`src/hw/rtl/dsv_pkg.sv`:
```
// Package: constants, types and helpers shared by the date validator.
`default_nettype none
package dsv_pkg;

  localparam logic [3:0] DateLen   = 4'd10;
  localparam logic [3:0] PosSat    = 4'd11;
  localparam logic [3:0] SlashPosA = 4'd2;
  localparam logic [3:0] SlashPosB = 4'd5;
  localparam logic [3:0] YearLoPos = 4'd8;

  localparam logic [7:0] CharSlash = 8'h2F;
  localparam logic [7:0] CharZero  = 8'h30;
  localparam logic [7:0] CharNine  = 8'h39;

  localparam logic [6:0] MonthFeb = 7'd2;
  localparam logic [6:0] MonthApr = 7'd4;
  localparam logic [6:0] MonthJun = 7'd6;
  localparam logic [6:0] MonthSep = 7'd9;
  localparam logic [6:0] MonthNov = 7'd11;
  localparam logic [6:0] MonthMax = 7'd12;

  localparam logic [6:0] DaysShort = 7'd30;
  localparam logic [6:0] DaysLong  = 7'd31;
  localparam logic [6:0] DaysLeap  = 7'd29;
  localparam logic [6:0] DaysFeb   = 7'd28;

  typedef struct packed {
    logic        format_error;
    logic        len_ok;
    logic        leap;
    logic [6:0]  day;
    logic [6:0]  month;
    logic [13:0] year;
  } line_t;

  typedef struct packed {
    logic        status;
    logic [6:0]  day_value;
    logic [6:0]  month_value;
    logic [13:0] year_value;
  } result_t;

  function automatic logic [6:0] month_length(input logic [6:0] month, input logic leap);
    logic [6:0] len;
    len = DaysLong;
    if (month == MonthApr || month == MonthJun || month == MonthSep || month == MonthNov) begin
      len = DaysShort;
    end else if (month == MonthFeb) begin
      len = leap ? DaysLeap : DaysFeb;
    end
    return len;
  endfunction

endpackage
`default_nettype wire

```
`src/hw/rtl/dsv_char_if.sv`:
```
// Interfaces: character input channel and verdict output channel.
`default_nettype none
interface dsv_char_if;
  logic       valid;
  logic       ready;
  logic [7:0] char_code;
  logic       end_of_line;

  modport source (output valid, output char_code, output end_of_line, input ready);
  modport sink   (input valid, input char_code, input end_of_line, output ready);
endinterface

interface dsv_result_if;
  logic        valid;
  logic        ready;
  logic        status;
  logic [6:0]  day_value;
  logic [6:0]  month_value;
  logic [13:0] year_value;

  modport source (output valid, output status, output day_value, output month_value,
                  output year_value, input ready);
  modport sink   (input valid, input status, input day_value, input month_value,
                  input year_value, output ready);
endinterface
`default_nettype wire

```
`src/hw/rtl/dsv_line_parser.sv`:
```
// Line parser: position counter, field accumulators and format error flag.
`default_nettype none
module dsv_line_parser
  import dsv_pkg::*;
(
  input  wire logic       clk,
  input  wire logic       rst,
  input  wire logic       step,
  input  wire logic [7:0] char_code,
  input  wire logic       end_of_line,
  output line_t           line
);

  logic [3:0]  pos, pos_next;
  logic [6:0]  day, day_next;
  logic [6:0]  month, month_next;
  logic [13:0] year, year_next;
  logic [6:0]  year_hi, year_hi_next;
  logic [6:0]  year_lo, year_lo_next;
  logic        ferr, ferr_next;
  logic        is_digit;
  logic [3:0]  dig;

  function automatic logic [13:0] mul10_add(input logic [13:0] v, input logic [3:0] d);
    return {v[10:0], 3'b000} + {v[12:0], 1'b0} + {10'd0, d};
  endfunction

  assign is_digit = (char_code >= CharZero) && (char_code <= CharNine);
  assign dig      = 4'(char_code - CharZero);

  always_comb begin
    pos_next     = pos;
    day_next     = day;
    month_next   = month;
    year_next    = year;
    year_hi_next = year_hi;
    year_lo_next = year_lo;
    ferr_next    = ferr;
    if (step) begin
      if (end_of_line) begin
        pos_next     = '0;
        day_next     = '0;
        month_next   = '0;
        year_next    = '0;
        year_hi_next = '0;
        year_lo_next = '0;
        ferr_next    = 1'b0;
      end else begin
        if (pos >= DateLen) begin
          ferr_next = 1'b1;
        end else if (pos == SlashPosA || pos == SlashPosB) begin
          if (char_code != CharSlash) ferr_next = 1'b1;
        end else if (!is_digit) begin
          ferr_next = 1'b1;
        end else if (pos < SlashPosA) begin
          day_next = 7'(mul10_add({7'd0, day}, dig));
        end else if (pos < SlashPosB) begin
          month_next = 7'(mul10_add({7'd0, month}, dig));
        end else begin
          year_next = mul10_add(year, dig);
          if (pos < YearLoPos) year_hi_next = 7'(mul10_add({7'd0, year_hi}, dig));
          else                 year_lo_next = 7'(mul10_add({7'd0, year_lo}, dig));
        end
        if (pos < PosSat) pos_next = pos + 4'd1;
      end
    end
  end

  always_ff @(posedge clk) begin
    if (rst) begin
      pos     <= '0;
      day     <= '0;
      month   <= '0;
      year    <= '0;
      year_hi <= '0;
      year_lo <= '0;
      ferr    <= 1'b0;
    end else begin
      pos     <= pos_next;
      day     <= day_next;
      month   <= month_next;
      year    <= year_next;
      year_hi <= year_hi_next;
      year_lo <= year_lo_next;
      ferr    <= ferr_next;
    end
  end

  // Leap: low pair nonzero -> low pair divisible by 4; else century divisible by 4.
  always_comb begin
    line.format_error = ferr;
    line.len_ok       = (pos == DateLen);
    line.leap         = (year_lo != 7'd0) ? (year_lo[1:0] == 2'b00) : (year_hi[1:0] == 2'b00);
    line.day          = day;
    line.month        = month;
    line.year         = year;
  end

endmodule
`default_nettype wire

```
`src/hw/rtl/dsv_verdict.sv`:
```
// Verdict logic: format and length flags, month range and day-of-month check on the parsed line.
`default_nettype none
module dsv_verdict
  import dsv_pkg::*;
(
  input  wire line_t line,
  output result_t    result
);

  logic       ok;
  logic [6:0] mlen;

  assign mlen = month_length(line.month, line.leap);
  assign ok   = !line.format_error && line.len_ok
             && (line.month >= 7'd1) && (line.month <= MonthMax)
             && (line.day >= 7'd1) && (line.day <= mlen);

  always_comb begin
    result.status      = !ok;
    result.day_value   = ok ? line.day   : '0;
    result.month_value = ok ? line.month : '0;
    result.year_value  = ok ? line.year  : '0;
  end

endmodule
`default_nettype wire

```
`src/hw/rtl/date_string_validator_core.sv`:
```
// DD/MM/YYYY date line validator, one character per beat, verdict on end-of-line.
// Takes one beat per clock cycle without pause while results are taken. Each beat
// lands in an input register and is applied to the line state from there; an
// end-of-line beat also loads the result register, where the verdict is held. A
// held result stalls only an end-of-line beat waiting behind it; character beats
// keep flowing. The input register and the result register set the pace.
`default_nettype none
module date_string_validator_core
  import dsv_pkg::*;
(
  input  wire logic    clk,
  input  wire logic    rst,
  dsv_char_if.sink     in,
  dsv_result_if.source out
);

  logic       s1_valid;
  logic [7:0] s1_char;
  logic       s1_eol;
  logic       out_free;
  logic       drain;
  line_t      line;
  result_t    verdict;
  logic       res_valid;
  result_t    res;

  assign out_free = !res_valid || out.ready;
  assign drain    = s1_valid && (!s1_eol || out_free);
  assign in.ready = !s1_valid || drain;

  always_ff @(posedge clk) begin
    if (rst) begin
      s1_valid <= 1'b0;
    end else if (in.ready) begin
      s1_valid <= in.valid;
    end
  end

  always_ff @(posedge clk) begin
    if (in.valid && in.ready) begin
      s1_char <= in.char_code;
      s1_eol  <= in.end_of_line;
    end
  end

  dsv_line_parser u_parser (
    .clk        (clk),
    .rst        (rst),
    .step       (drain),
    .char_code  (s1_char),
    .end_of_line(s1_eol),
    .line       (line)
  );

  dsv_verdict u_verdict (
    .line  (line),
    .result(verdict)
  );

  always_ff @(posedge clk) begin
    if (rst) begin
      res_valid <= 1'b0;
    end else if (drain && s1_eol) begin
      res_valid <= 1'b1;
    end else if (out.ready) begin
      res_valid <= 1'b0;
    end
  end

  always_ff @(posedge clk) begin
    if (drain && s1_eol) begin
      res <= verdict;
    end
  end

  assign out.valid       = res_valid;
  assign out.status      = res.status;
  assign out.day_value   = res.day_value;
  assign out.month_value = res.month_value;
  assign out.year_value  = res.year_value;

endmodule
`default_nettype wire

```
`src/flat_wrapper.sv`:
```
// flat-port wrapper written by rule: the top's interface ports become plain ports
module date_string_validator_core_flat import dsv_pkg::*;
  (clk, rst, in_valid, in_char_code, in_end_of_line, in_ready, out_valid, out_status, out_day_value, out_month_value, out_year_value, out_ready);
  dsv_char_if in_i ();
  dsv_result_if out_i ();
  input  wire logic clk;
  input  wire logic rst;
  input wire logic [$bits(in_i.valid)-1:0] in_valid;
  input wire logic [$bits(in_i.char_code)-1:0] in_char_code;
  input wire logic [$bits(in_i.end_of_line)-1:0] in_end_of_line;
  output wire logic [$bits(in_i.ready)-1:0] in_ready;
  output wire logic [$bits(out_i.valid)-1:0] out_valid;
  output wire logic [$bits(out_i.status)-1:0] out_status;
  output wire logic [$bits(out_i.day_value)-1:0] out_day_value;
  output wire logic [$bits(out_i.month_value)-1:0] out_month_value;
  output wire logic [$bits(out_i.year_value)-1:0] out_year_value;
  input wire logic [$bits(out_i.ready)-1:0] out_ready;
  assign in_i.valid = in_valid;
  assign in_i.char_code = in_char_code;
  assign in_i.end_of_line = in_end_of_line;
  assign in_ready = in_i.ready;
  assign out_valid = out_i.valid;
  assign out_status = out_i.status;
  assign out_day_value = out_i.day_value;
  assign out_month_value = out_i.month_value;
  assign out_year_value = out_i.year_value;
  assign out_i.ready = out_ready;
  date_string_validator_core u_core (.clk(clk), .rst(rst), .in(in_i), .out(out_i));
endmodule
```
`config.mk`:
```
export PLATFORM = sky130hd
export DESIGN_NAME = date_string_validator_core_flat
export DESIGN_NICKNAME = d
export VERILOG_FILES = /design/src/hw/rtl/dsv_pkg.sv /design/src/hw/rtl/dsv_char_if.sv /design/src/hw/rtl/dsv_line_parser.sv /design/src/hw/rtl/dsv_verdict.sv /design/src/hw/rtl/date_string_validator_core.sv /design/src/flat_wrapper.sv
export SDC_FILE = /design/constraint.sdc
export NUM_CORES = 1
export LEC_CHECK = 0
export ABC_AREA = 0
export BUFFER_PORTS_ARGS = -buffer_cell sky130_fd_sc_hd__buf_2
export CAP_MARGIN = 10
export CORE_ASPECT_RATIO = 1.5
export CORE_MARGIN = 2
export CORE_UTILIZATION = 43
export CTS_CLUSTER_DIAMETER = 50
export DETAILED_ROUTE_END_ITERATION = 6
export GPL_TIMING_DRIVEN = 1
export PLACE_DENSITY = 0.63
export SLEW_MARGIN = 20
export SYNTH_ARGS = -nofsm -noshare
export SYNTH_HDL_FRONTEND = slang
export SYNTH_HIERARCHICAL = 1
export SYNTH_SLANG_ARGS = --single-unit
```
`constraint.sdc`:
```
create_clock -name clk -period 3.2 [get_ports clk]
set_clock_uncertainty 0.05 [all_clocks]
set_input_delay 0.16 -clock clk [delete_from_list [all_inputs] [get_ports clk]]
set_output_delay 0.16 -clock clk [all_outputs]
set_load 0.02 [all_outputs]
```
==> results of run 1 <==
per-layer routing:
layer  up-vias  routed length [um]
met5         -                   0
met2        78                5550
met1      1891                4540
li1       1960                   -
met4         0                 232
met3        16                 388
metrics by stage:
stage | worst slack, ns | hold WS, ns | total power, W | cell area [um2]
final | 0.344 | 0.0170 | 0.00229 | 5980
after global routing | 0.203 | 0.0262 | 0.00239 | 5980
after CTS | 0.345 | 0.00711 | 0.00231 | 5980
after detailed placement | 0.352 | 0.288 | 0.00131 | 5610
after global placement | 0.437 | 0.286 | 0.00130 | 5610
after floorplan | 0.668 | 0.179 | 0.00127 | 5320
timing repair:
action                                 4_1_cts  5_1_grt
endpoints found under the hold margin        9        0
resized for setup                            0        0
hold buffers                                 9        0
report_power, final:
group | leakage [nW] | switching [W] | internal (W) | total (W)
clock network | 0.138 | 0.000396 | 0.000600 | 0.000997
registers | 0.711 | 0.0000169 | 0.00112 | 0.00113
logic | 1.41 | 0.000104 | 0.0000571 | 0.000161
total | 2.26 | 0.000518 | 0.00177 | 0.00229
cells in the final DEF (no fill, tap or decap), types with 3 or more instances in the layout:
master / netlist / final
buf_4: 6 / 7
o21ai_0: 41 / 41
o21a_1: 5 / 5
nor3_1: 3 / 3
xnor2_1: 12 / 12
or4_1: 12 / 12
a21o_1: 7 / 7
nand3b_1: 4 / 4
buf_2: 4 / 43
nand2b_1: 9 / 9
nor3b_2: 4 / 4
nand3_1: 12 / 12
nor4b_2: 15 / 15
nand4b_1: 6 / 6
edfxtp_1: 38 / 38
inv_1: 38 / 38
o32ai_1: 4 / 4
clkbuf_1: 16 / 3
nand2_1: 15 / 15
dfxtp_1: 44 / 44
ha_1: 52 / 52
o31ai_1: 3 / 3
nor4b_1: 3 / 3
or3_1: 3 / 3
xor2_1: 9 / 9
a21oi_1: 46 / 46
a2111o_1: 3 / 3
a221oi_1: 3 / 3
conb_1: 1 / 5
dlygate4sd3_1: 0 / 9
nor2b_1: 9 / 9
nand4_1: 3 / 3
nor2_1: 22 / 21
fa_1: 8 / 8
clkbuf_16: 0 / 9
worst reg2reg max path, cell delays in order (launching register included):
cell and delay (ns):
edfxtp_1 0.40, inv_1 0.25, fa_1 0.52, fa_1 0.48, nor2b_1 0.16, o31a_1 0.24
o31ai_1 0.14, a311oi_1 0.33, o32ai_1 0.14
logic make-up after synthesis:
group / after synthesis
AO/OA/AOI/OAI: 132
adder cells (fa/ha/maj): 60
multiplexers: 3
AND/OR/NAND/NOR: 141
XOR/XNOR: 21
buffers and inverters: 71
other: 1
flip-flops: 82
registers in the layout (all words and copies together), names as in the netlist, 2 cells and up:
register	cells
u_core/u_parser/year_lo	7
u_core/s1_char	8
u_core/u_parser/pos	4
u_core/u_parser/year_hi	2
u_core/u_parser/year	14
u_core/out.year_value	14
u_core/u_parser/month	7
u_core/u_parser/day	7
u_core/out.month_value	7
u_core/out.day_value	7
layout make-up:
class,instances,area [um2]
timing repair buffer,60,378
sequential,82,2020
multi-input combinational,362,2960
clock buffer,12,236
clock inverter,4,43.8
fill,1127,6040
inverter,38,143
tap,153,191
final timing paths:
check / to / cells after the start
max: u_core/u_parser/year[12]$_SDFFE_PP0P_ / 8
min reg2reg: u_core/u_parser/year_lo[6]$_SDFFE_PP0P_ / 2
max reg2reg: u_core/u_parser/year[12]$_SDFFE_PP0P_ / 8
min: u_core/s1_valid$_SDFFE_PP0P_ / 3
==> qor.csv, run 1 <==
stage,metric,value,unit
synthesis,Ys Warns,6,
worst_setup_path,crit path kind,flop to flop,
worst_setup_path,critical path startpoint,u_core/s1_char[3]$_DFFE_PP_,
grt,vias in the first global route,3919,
synthesis,"Top FF cell, synth",dfxtp_1,
grt,initial antenna violation count,0,
layout,Area growth syn-to-layout,12.7,%
synthesis,synthesized area,5310,um2
placed_design,Cells after DPL,686,
timing,"Hold Vio Cnt, Final",0,
timing,max frequency,350,MHz
synthesis,largest family of logic cells by synthesized area,simple AND/OR/NAND/NOR gates,
cts,H-tree depth,3,
grt,gr busiest metal,met2,
synthesis,Post-synth top cells,"52 x ha_1, 46 x a21oi_1, 44 x dfxtp_1, 41 x o21ai_0",
synthesis,synthesized flop and latch total,82,
worst_setup_path,CP Capture Type,flop,
worst_setup_path,Worst R2R Start,u_core/s1_char[3]$_DFFE_PP_,
floorplan,DIE AREA,13300,um2
synthesis,"Seq/Total Area, Yosys",0.381,
floorplan,Die H,140,um
floorplan,core area,12000,um2
layout,Layout Utilization,0.498,
status,status,completed,
route,post-detailed-route count of antenna-violating nets,0,
timing,fin. max-slew vios,0,
synthesis,post-synthesis adder-cell area fraction,0.153,
synthesis,area share of and/or/nand/nor cells after synthesis,0.201,
grt,GR Util All Layers,0.172,
timing,Slew @ Worst Pin,0.896,ns
cts,TritonCTS clock tree,built,
synthesis,cell count after synthesis,511,
synthesis,synth unique cells,70,
synthesis,xor and xnor fraction of the mapped netlist area,0.0347,
route,DR pass1 iterations,4,
worst_setup_path,WP data required,3.34,ns
worst_setup_path,startpoint class of the critical path,flop,
route,DRT Wirelength,10700,um
cts,TritonCTS Buffers,9,
synthesis,Compound-Gate Fraction of Synth Area,0.158,
worst_setup_path,crit path DAT,2.99,ns
timing,Tcrit/Tclk final,0.893,
timing,final setup fails,0,
worst_setup_path,WP buf/inv,1,
floorplan,die width,94.7,um
synthesis,share of flip-flops with an asynchronous set or reset,0,
pwr,Pleak,2.26,nW
synthesis,leading area contributor after synthesis,edfxtp_1,
placed_design,routability cong.,0.805,
floorplan,Initial Util,0.441,
layout,final std cells w/o fill,711,
timing,Final TNS setup,0,ns
placed_design,placed wire-length estimate,7730,um
pwr,power per cell area,383,nW/um2
cts,Max Root-Sink Buffers,2,
synthesis,largest cells by area after synthesis,"edfxtp_1 22%, dfxtp_1 17%, ha_1 12%",
timing,Relative slew margins,0.403,
layout,layout cells sized above 1,0.186,
grt,first-pass GRT wire length,18300,um
layout,ANT cells,0,
timing,"Min Clock Period, post-route",2.86,ns
synthesis,top cell type's share of synthesized area,0.215,
cts,"Clk pin slew, worst setup/hold paths",0.06,ns
worst_setup_path,ordered cell list for the critical path,inv_1 -> fa_1 -> fa_1 -> nor2b_1 -> o31a_1 -> o31ai_1 -> a311oi_1 -> o32ai_1,
cts,Clock Latency Late Sink,0.33,ns
worst_setup_path,slowest CP cell,fa_1,
placed_design,port bufs,43,
synthesis,"count leader, synth",ha_1,
floorplan,FP Rows,49,
grt,met3 Use GR,0.0221,
worst_setup_path,CP top delay family,adder cells,
grt,largest net degree at the start of global routing,47,
pwr,maximum VDD drop,0.278,mV
cts,root buf cell,clkbuf_16,
flow_run,max_cap viols,0,
synthesis,post-synthesis mux area share,0.00590,
timing,RSZ-0062 raised after global routing,false,
route,DRC,0,
min_path,Hold Crit Class,primary input to flop,
route,DR vias,3945,
min_path,HP Start,in_valid,
grt,met2 Track Usage GR,0.314,
route,Avg WL per Cell,15.1,um
grt,GR Overflow Total,0,
synthesis,"Avg Cell Area, Syn",10.4,um2
worst_setup_path,Worst path max stage delay,0.52,ns
grt,grt met1 use,0.201,
route,starting DRC count in detailed routing,138,
synthesis,number of synthesized flops with an enable pin,38,
worst_setup_path,Crit path top cell by count,fa_1,
worst_setup_path,r2r setup slk,0.34,ns
floorplan,I/O pin count,44,
cts,clock sink total,82,
cts,Setup Buffers After CTS,0,
worst_setup_path,CP Max Fanout,4,
layout,Final nets,626,
route,Via density,5.55,
(Power assumes the default switching activity.)
==> inputs of run 2 (changes only) <==
- PLACE_DENSITY: 0.63 -> unset
- PLACE_DENSITY_LB_ADDON: unset -> 0.05
==> run 2 against run 1 <==
Register-to-register slack improved by 0.10 ns. Cell count unchanged. Power decreased by 1.3%. Via count increased by 0.33%. Global-route usage increased by 1.6 points. Non-clock buffer count unchanged. Sequential power about the same. Sequential cell count unchanged.
==> qor.csv, run 2 (synthesized netlist as in run 1, its figures left out) <==
stage,metric,value,unit,change
worst_setup_path,WP data required,3.41,ns,+0.07 ns
route,DRT Wirelength,11700,um,+9.3%
grt,gr busiest metal,met2,,
min_path,HP Start,in_valid,,
route,Via density,5.57,,+0.33%
timing,Tcrit/Tclk final,0.860,,-0.0327
cts,Setup Buffers After CTS,0,,unchanged
timing,Slew @ Worst Pin,0.907,ns,+0.0117 ns
cts,TritonCTS clock tree,built,,
layout,"commonest non-fill, non-tap cells in the layout","52 x ha_1, 46 x a21oi_1, 44 x dfxtp_1, 43 x buf_2, 41 x o21ai_0",,
cts,Clock Latency Late Sink,0.34,ns,about the same
layout,Layout Utilization,0.497,,about the same
route,starting DRC count in detailed routing,188,,+36%
worst_setup_path,Worst R2R Start,u_core/u_parser/day[0]$_SDFFE_PP0P_,,
route,DR pass1 iterations,4,,unchanged
grt,met2 Track Usage GR,0.330,,+0.0164
grt,initial antenna violation count,0,,unchanged
worst_setup_path,worst reg2reg path depth,8,,unchanged
placed_design,placed wire-length estimate,8390,um,+8.5%
worst_setup_path,CP Max Fanout,5,,+1
grt,largest net degree at the start of global routing,49,,+4.3%
min_path,Hold Crit Depth,3,,unchanged
layout,layout cells sized above 1,0.190,,+0.00358
grt,GR Util All Layers,0.188,,+0.0159
placed_design,routability cong.,0.813,,+1.0%
grt,GR Overflow Total,0,,unchanged
timing,Final TNS setup,0,ns,unchanged
cts,Max Root-Sink Buffers,2,,unchanged
layout,Area growth syn-to-layout,12.6,%,about the same
layout,fillcell total,1161,,+3.0%
grt,first-pass GRT wire length,19600,um,+7.1%
placed_design,port bufs,43,,unchanged
floorplan,die width,94.7,um,unchanged
layout,"most common cell after layout, fill and taps aside",ha_1,,
route,DRC,0,,unchanged
timing,fin. max-slew vios,0,,unchanged
timing,"Min Clock Period, post-route",2.75,ns,-0.105 ns
pwr,Pleak,2.25,nW,-0.41%
layout,Register Area,2020,um2,unchanged
timing,final setup fails,0,,unchanged
layout,ANT cells,0,,unchanged
min_path,Hold Crit Class,primary input to flop,,
pwr,maximum VDD drop,0.236,mV,-15%
timing,max frequency,363,MHz,+3.8%
cts,H-tree depth,3,,unchanged
grt,grt met1 use,0.235,,+0.0335
timing,"Hold Vio Cnt, Final",0,,unchanged
cts,TritonCTS Buffers,9,,unchanged
timing,Relative slew margins,0.395,,-0.00777
floorplan,DIE AREA,13300,um2,unchanged
floorplan,I/O pin count,44,,unchanged
layout,Final nets,626,,unchanged
floorplan,FP Rows,49,,unchanged
grt,met3 Use GR,0.0274,,+0.00538
layout,final std cells w/o fill,711,,unchanged
worst_setup_path,startpoint class of the critical path,flop,,
flow_run,max_cap viols,0,,unchanged
worst_setup_path,critical path startpoint,u_core/u_parser/day[0]$_SDFFE_PP0P_,,
timing,RSZ-0062 raised after global routing,false,,
cts,root buf cell,clkbuf_16,,
layout,Multi-input gate area,2960,um2,unchanged
floorplan,Die H,140,um,unchanged
pwr,power per cell area,379,nW/um2,-1.2%
cts,clock sink total,82,,unchanged
grt,vias in the first global route,3856,,-1.6%
route,post-detailed-route count of antenna-violating nets,0,,unchanged
worst_setup_path,crit path kind,flop to flop,,
worst_setup_path,crit path DAT,2.96,ns,-0.03 ns
route,DR vias,3958,,+0.33%
worst_setup_path,CP Capture Type,flop,,
placed_design,Cells after DPL,686,,unchanged
cts,"Clk pin slew, worst setup/hold paths",0.06,ns,about the same
status,status,completed,,
floorplan,Initial Util,0.441,,unchanged
route,Avg WL per Cell,16.5,um,+9.3%
floorplan,core area,12000,um2,unchanged
## run 2: changes by cell type in the layout (fill, tap and decap cells not counted)
cell / previous run / this run
clkinvlp_4: 0 / 2
bufinv_16: 1 / 0
clkbuf_1: 3 / 2
clkbuf_8: 0 / 1
clkinv_1: 1 / 0
clkinv_2: 2 / 1
clkinv_4: 0 / 1
## run 2: metal layers
metal / part of all wire / vias up
li1: - / 1966
met1: 0.43 / 1906
met2: 0.52 / 73
met3: 0.034 / 13
met4: 0.017 / 0
met5: 0 / -
## run 2: critical path: stages (launching register included)
cell      delay (ns)
dfxtp_1         0.53
inv_1           0.11
fa_1            0.54
fa_1            0.48
nor2b_1         0.12
o21ai_0         0.11
a21o_1          0.19
a2111o_1        0.40
a21oi_1         0.14
## run 2: power breakdown
group          internal, W  total, W  switching [W]
logic            0.0000573  0.000165       0.000107
registers          0.00112   0.00113      0.0000167
clock network     0.000547  0.000964       0.000417
total              0.00172   0.00226       0.000541
## run 2: final timing paths
kind	slack [ns]	endpoint
max reg2reg	0.45	u_core/u_parser/day[6]$_SDFFE_PP0P_
min	0.01	u_core/s1_valid$_SDFFE_PP0P_
max	0.45	u_core/u_parser/day[6]$_SDFFE_PP0P_
min reg2reg	0.43	u_core/u_parser/year_lo[6]$_SDFFE_PP0P_
## run 2: per-stage QoR
stage	power [W]	hold WS, ns	area [um2]	worst slack (ns)
global placement	0.00131	0.286	5610	0.472
floorplan	0.00127	0.179	5320	0.668
CTS	0.00229	0.00233	5970	0.440
global route	0.00235	0.0162	5970	0.292
finish	0.00226	0.0104	5970	0.448
detailed placement	0.00131	0.288	5610	0.468
## run 2: cell type report
class,count,area share
clock buffer,12,0.0413
clock inverter,4,0.00482
inverter,38,0.0239
multi-input combinational,362,0.496
sequential,82,0.339
tap,153,0.0320
timing repair buffer,60,0.0633
## run 2: timing repair
item                                    4_1_cts  5_1_grt
hold endpoints to repair                      9        0
hold buffers                                  9        0
endpoints found under the setup margin        0        0
resized for setup                             0        0
==> inputs of run 3 (changes only) <==
- CELL_PAD_IN_SITES_DETAIL_PLACEMENT: unset -> 0
- CELL_PAD_IN_SITES_GLOBAL_PLACEMENT: unset -> 2
- CORE_UTILIZATION: 43 -> 40
- SLEW_MARGIN: 20 -> unset
==> run 3 against run 2 <==
Cell count increased by 1.1%. Sequential cell count unchanged. Sequential power about the same. Worst hold slack improved by 0.0049 ns. Clock power increased by 10%. Critical endpoint is now u_core/u_parser/year[12]$_SDFFE_PP0P_. Global-route usage decreased by 0.70 points. Sequential share of layout area decreased by 0.27 points. Power increased by 4.1%. Count of clock-buffer cells in the layout decreased by 3. Die area increased by 7.2%. Fmax decreased by 0.93%.
==> qor.csv, run 3 (synthesized netlist as in run 1, its figures left out) <==
stage,metric,value,unit,change
timing,"Min Clock Period, post-route",2.78,ns,+0.0259 ns
layout,"most common cell after layout, fill and taps aside",ha_1,,
route,Via density,5.49,,-1.4%
worst_setup_path,crit path capture,u_core/u_parser/year[12]$_SDFFE_PP0P_,,
timing,Final WS setup,0.422,ns,-0.0259 ns
grt,first-pass GRT wire length,21000,um,+7.0%
placed_design,Placement Setup Slack,0.451,ns,-0.0169 ns
floorplan,Die H,145,um,+3.6%
timing,final setup fails,0,,unchanged
worst_setup_path,crit path kind,flop to flop,,
pwr,total power,0.00235,W,+4.1%
layout,Register Area,2020,um2,unchanged
cts,TritonCTS clock tree,built,,
route,DRT Wirelength,12100,um,+3.7%
cts,Max Root-Sink Buffers,2,,unchanged
route,DR vias,3948,,-0.25%
timing,tightest hold margin,0.0154,ns,+0.00492 ns
worst_setup_path,critical path startpoint,u_core/s1_char[3]$_DFFE_PP_,,
cts,"Clk pin slew, worst setup/hold paths",0.06,ns,about the same
worst_setup_path,crit path DAT,2.91,ns,-0.05 ns
route,DR pass1 iterations,4,,unchanged
worst_setup_path,RR Endpoint,u_core/u_parser/year[12]$_SDFFE_PP0P_,,
timing,max frequency,360,MHz,-0.93%
worst_setup_path,WP data required,3.33,ns,-0.08 ns
cts,H-tree depth,3,,unchanged
route,Avg WL per Cell,16.9,um,+2.5%
layout,Area growth syn-to-layout,13.5,%,
cts,Post-CTS Resized,0,,unchanged
grt,GR Overflow Total,0,,unchanged
timing,RSZ-0062 raised after global routing,false,,
layout,Final nets,628,,+0.32%
cts,Setup Buffers After CTS,0,,unchanged
grt,vias in the first global route,4199,,+8.9%
placed_design,placed wire-length estimate,8630,um,+2.9%
layout,fillcell total,1248,,+7.5%
placed_design,dpl cell area,5630,um2,+0.40%
floorplan,FP Rows,51,,+4.1%
timing,Tcrit/Tclk final,0.868,,+0.00810
grt,initial antenna violation count,0,,unchanged
layout,final instance area,6020,um2,+0.82%
timing,Relative slew margins,0.374,,-0.0212
cts,root buf cell,clkbuf_16,,
layout,"commonest non-fill, non-tap cells in the layout","52 x ha_1, 46 x a21oi_1, 44 x dfxtp_1, 43 x buf_2, 41 x o21ai_0",,
worst_setup_path,Worst path max stage delay,0.52,ns,-0.02 ns
cts,TritonCTS Buffers,9,,unchanged
placed_design,port bufs,43,,unchanged
timing,Final TNS setup,0,ns,unchanged
worst_setup_path,slowest CP cell,fa_1,,
min_path,Hold Crit Class,primary input to flop,,
timing,"Hold Vio Cnt, Final",0,,unchanged
timing,Slew @ Worst Pin,0.939,ns,+0.0317 ns
status,status,completed,,
flow_run,max_cap viols,0,,unchanged
route,starting DRC count in detailed routing,145,,-23%
worst_setup_path,Worst R2R Start,u_core/s1_char[3]$_DFFE_PP_,,
pwr,power per cell area,391,nW/um2,+3.3%
pwr,Pleak,2.27,nW,+1.0%
worst_setup_path,worst reg2reg path depth,8,,unchanged
floorplan,die width,98.0,um,+3.5%
floorplan,DIE AREA,14200,um2,+7.2%
route,DRC,0,,unchanged
worst_setup_path,ordered cell list for the critical path,inv_1 -> fa_1 -> fa_1 -> nor2b_1 -> o31a_1 -> o31ai_1 -> a311oi_1 -> o32ai_1,,
layout,ANT cells,0,,unchanged
floorplan,core area,13000,um2,+7.8%
pwr,maximum VDD drop,0.286,mV,+21%
timing,fin. max-slew vios,0,,unchanged
grt,largest net degree at the start of global routing,47,,-4.1%
worst_setup_path,Crit path top cell by count,fa_1,,
worst_setup_path,CP Max Fanout,4,,-1
worst_setup_path,CP Capture Type,flop,,
cts,Clock Latency Late Sink,0.34,ns,about the same
layout,Multi-input gate area,2960,um2,unchanged
layout,layout cells sized above 1,0.196,,+0.00646
worst_setup_path,startpoint class of the critical path,flop,,
grt,GR Util All Layers,0.181,,-0.00705
placed_design,routability cong.,0.774,,-4.8%
route,post-detailed-route count of antenna-violating nets,0,,unchanged
min_path,HP Start,in_valid,,
floorplan,Initial Util,0.410,,-0.0319
worst_setup_path,r2r setup slk,0.42,ns,-0.03 ns
floorplan,I/O pin count,44,,unchanged
cts,clock sink total,82,,unchanged
==> run 3: area by class of cell <==
class	instances	share of cell area
Multi-Input combinational cell	362	0.492
Tap cell	159	0.0330
Inverter	38	0.0237
Sequential cell	82	0.336
Clock buffer	9	0.0374
Clock inverter	7	0.0127
Timing Repair Buffer	62	0.0652
==> run 3: worst min-delay path by stage <==
stage	to	cells past startpoint
3_3_place_gp	u_core/s1_char[2]$_DFFE_PP_	1
2_1_floorplan	u_core/out.valid$_SDFFE_PP0P_	1
6_report	u_core/s1_valid$_SDFFE_PP0P_	3
5_1_grt	u_core/s1_valid$_SDFFE_PP0P_	3
4_1_cts	u_core/s1_valid$_SDFFE_PP0P_	3
3_5_place_dp	u_core/s1_char[2]$_DFFE_PP_	1
==> run 3: timing repair <==
action,4_1_cts,5_1_grt
endpoints found under the setup margin,0,0
hold endpoints to repair,9,0
hold buffers,9,0
==> run 3: stage by stage <==
step                       util  std cells
after CTS                 0.465        719
after global placement    0.435        694
after global routing      0.465        719
after detailed placement  0.435        694
after floorplan               -        515
final                     0.465        719
==> run 3: layer usage <==
metal  routed length (um)  GRT usage  up-vias
met3                  343     0.0270       18
li1                     -          -     1963
met4                  242     0.0660        0
met5                    0          0        -
met1                 5310      0.216     1896
met2                 6240      0.326       71
==> run 3: worst max-delay path: cells and delay by family (launching register included) <==
| family | cells | cell delay [ns] |
|---|---|---|
| AND/OR/NAND/NOR | 1 | 0.16 |
| adder cells (fa/ha/maj) | 2 | 0.99 |
| buffers and inverters | 1 | 0.26 |
| flip-flops | 1 | 0.39 |
| AO/OA/AOI/OAI | 4 | 0.77 |
==> run 3: power breakdown <==
part	switching, W	total [W]	leakage [nW]	internal [W]
logic	0.000108	0.000166	1.42	0.0000581
registers	0.0000170	0.00113	0.711	0.00112
clock network	0.000445	0.00106	0.142	0.000610
total	0.000570	0.00235	2.27	0.00178
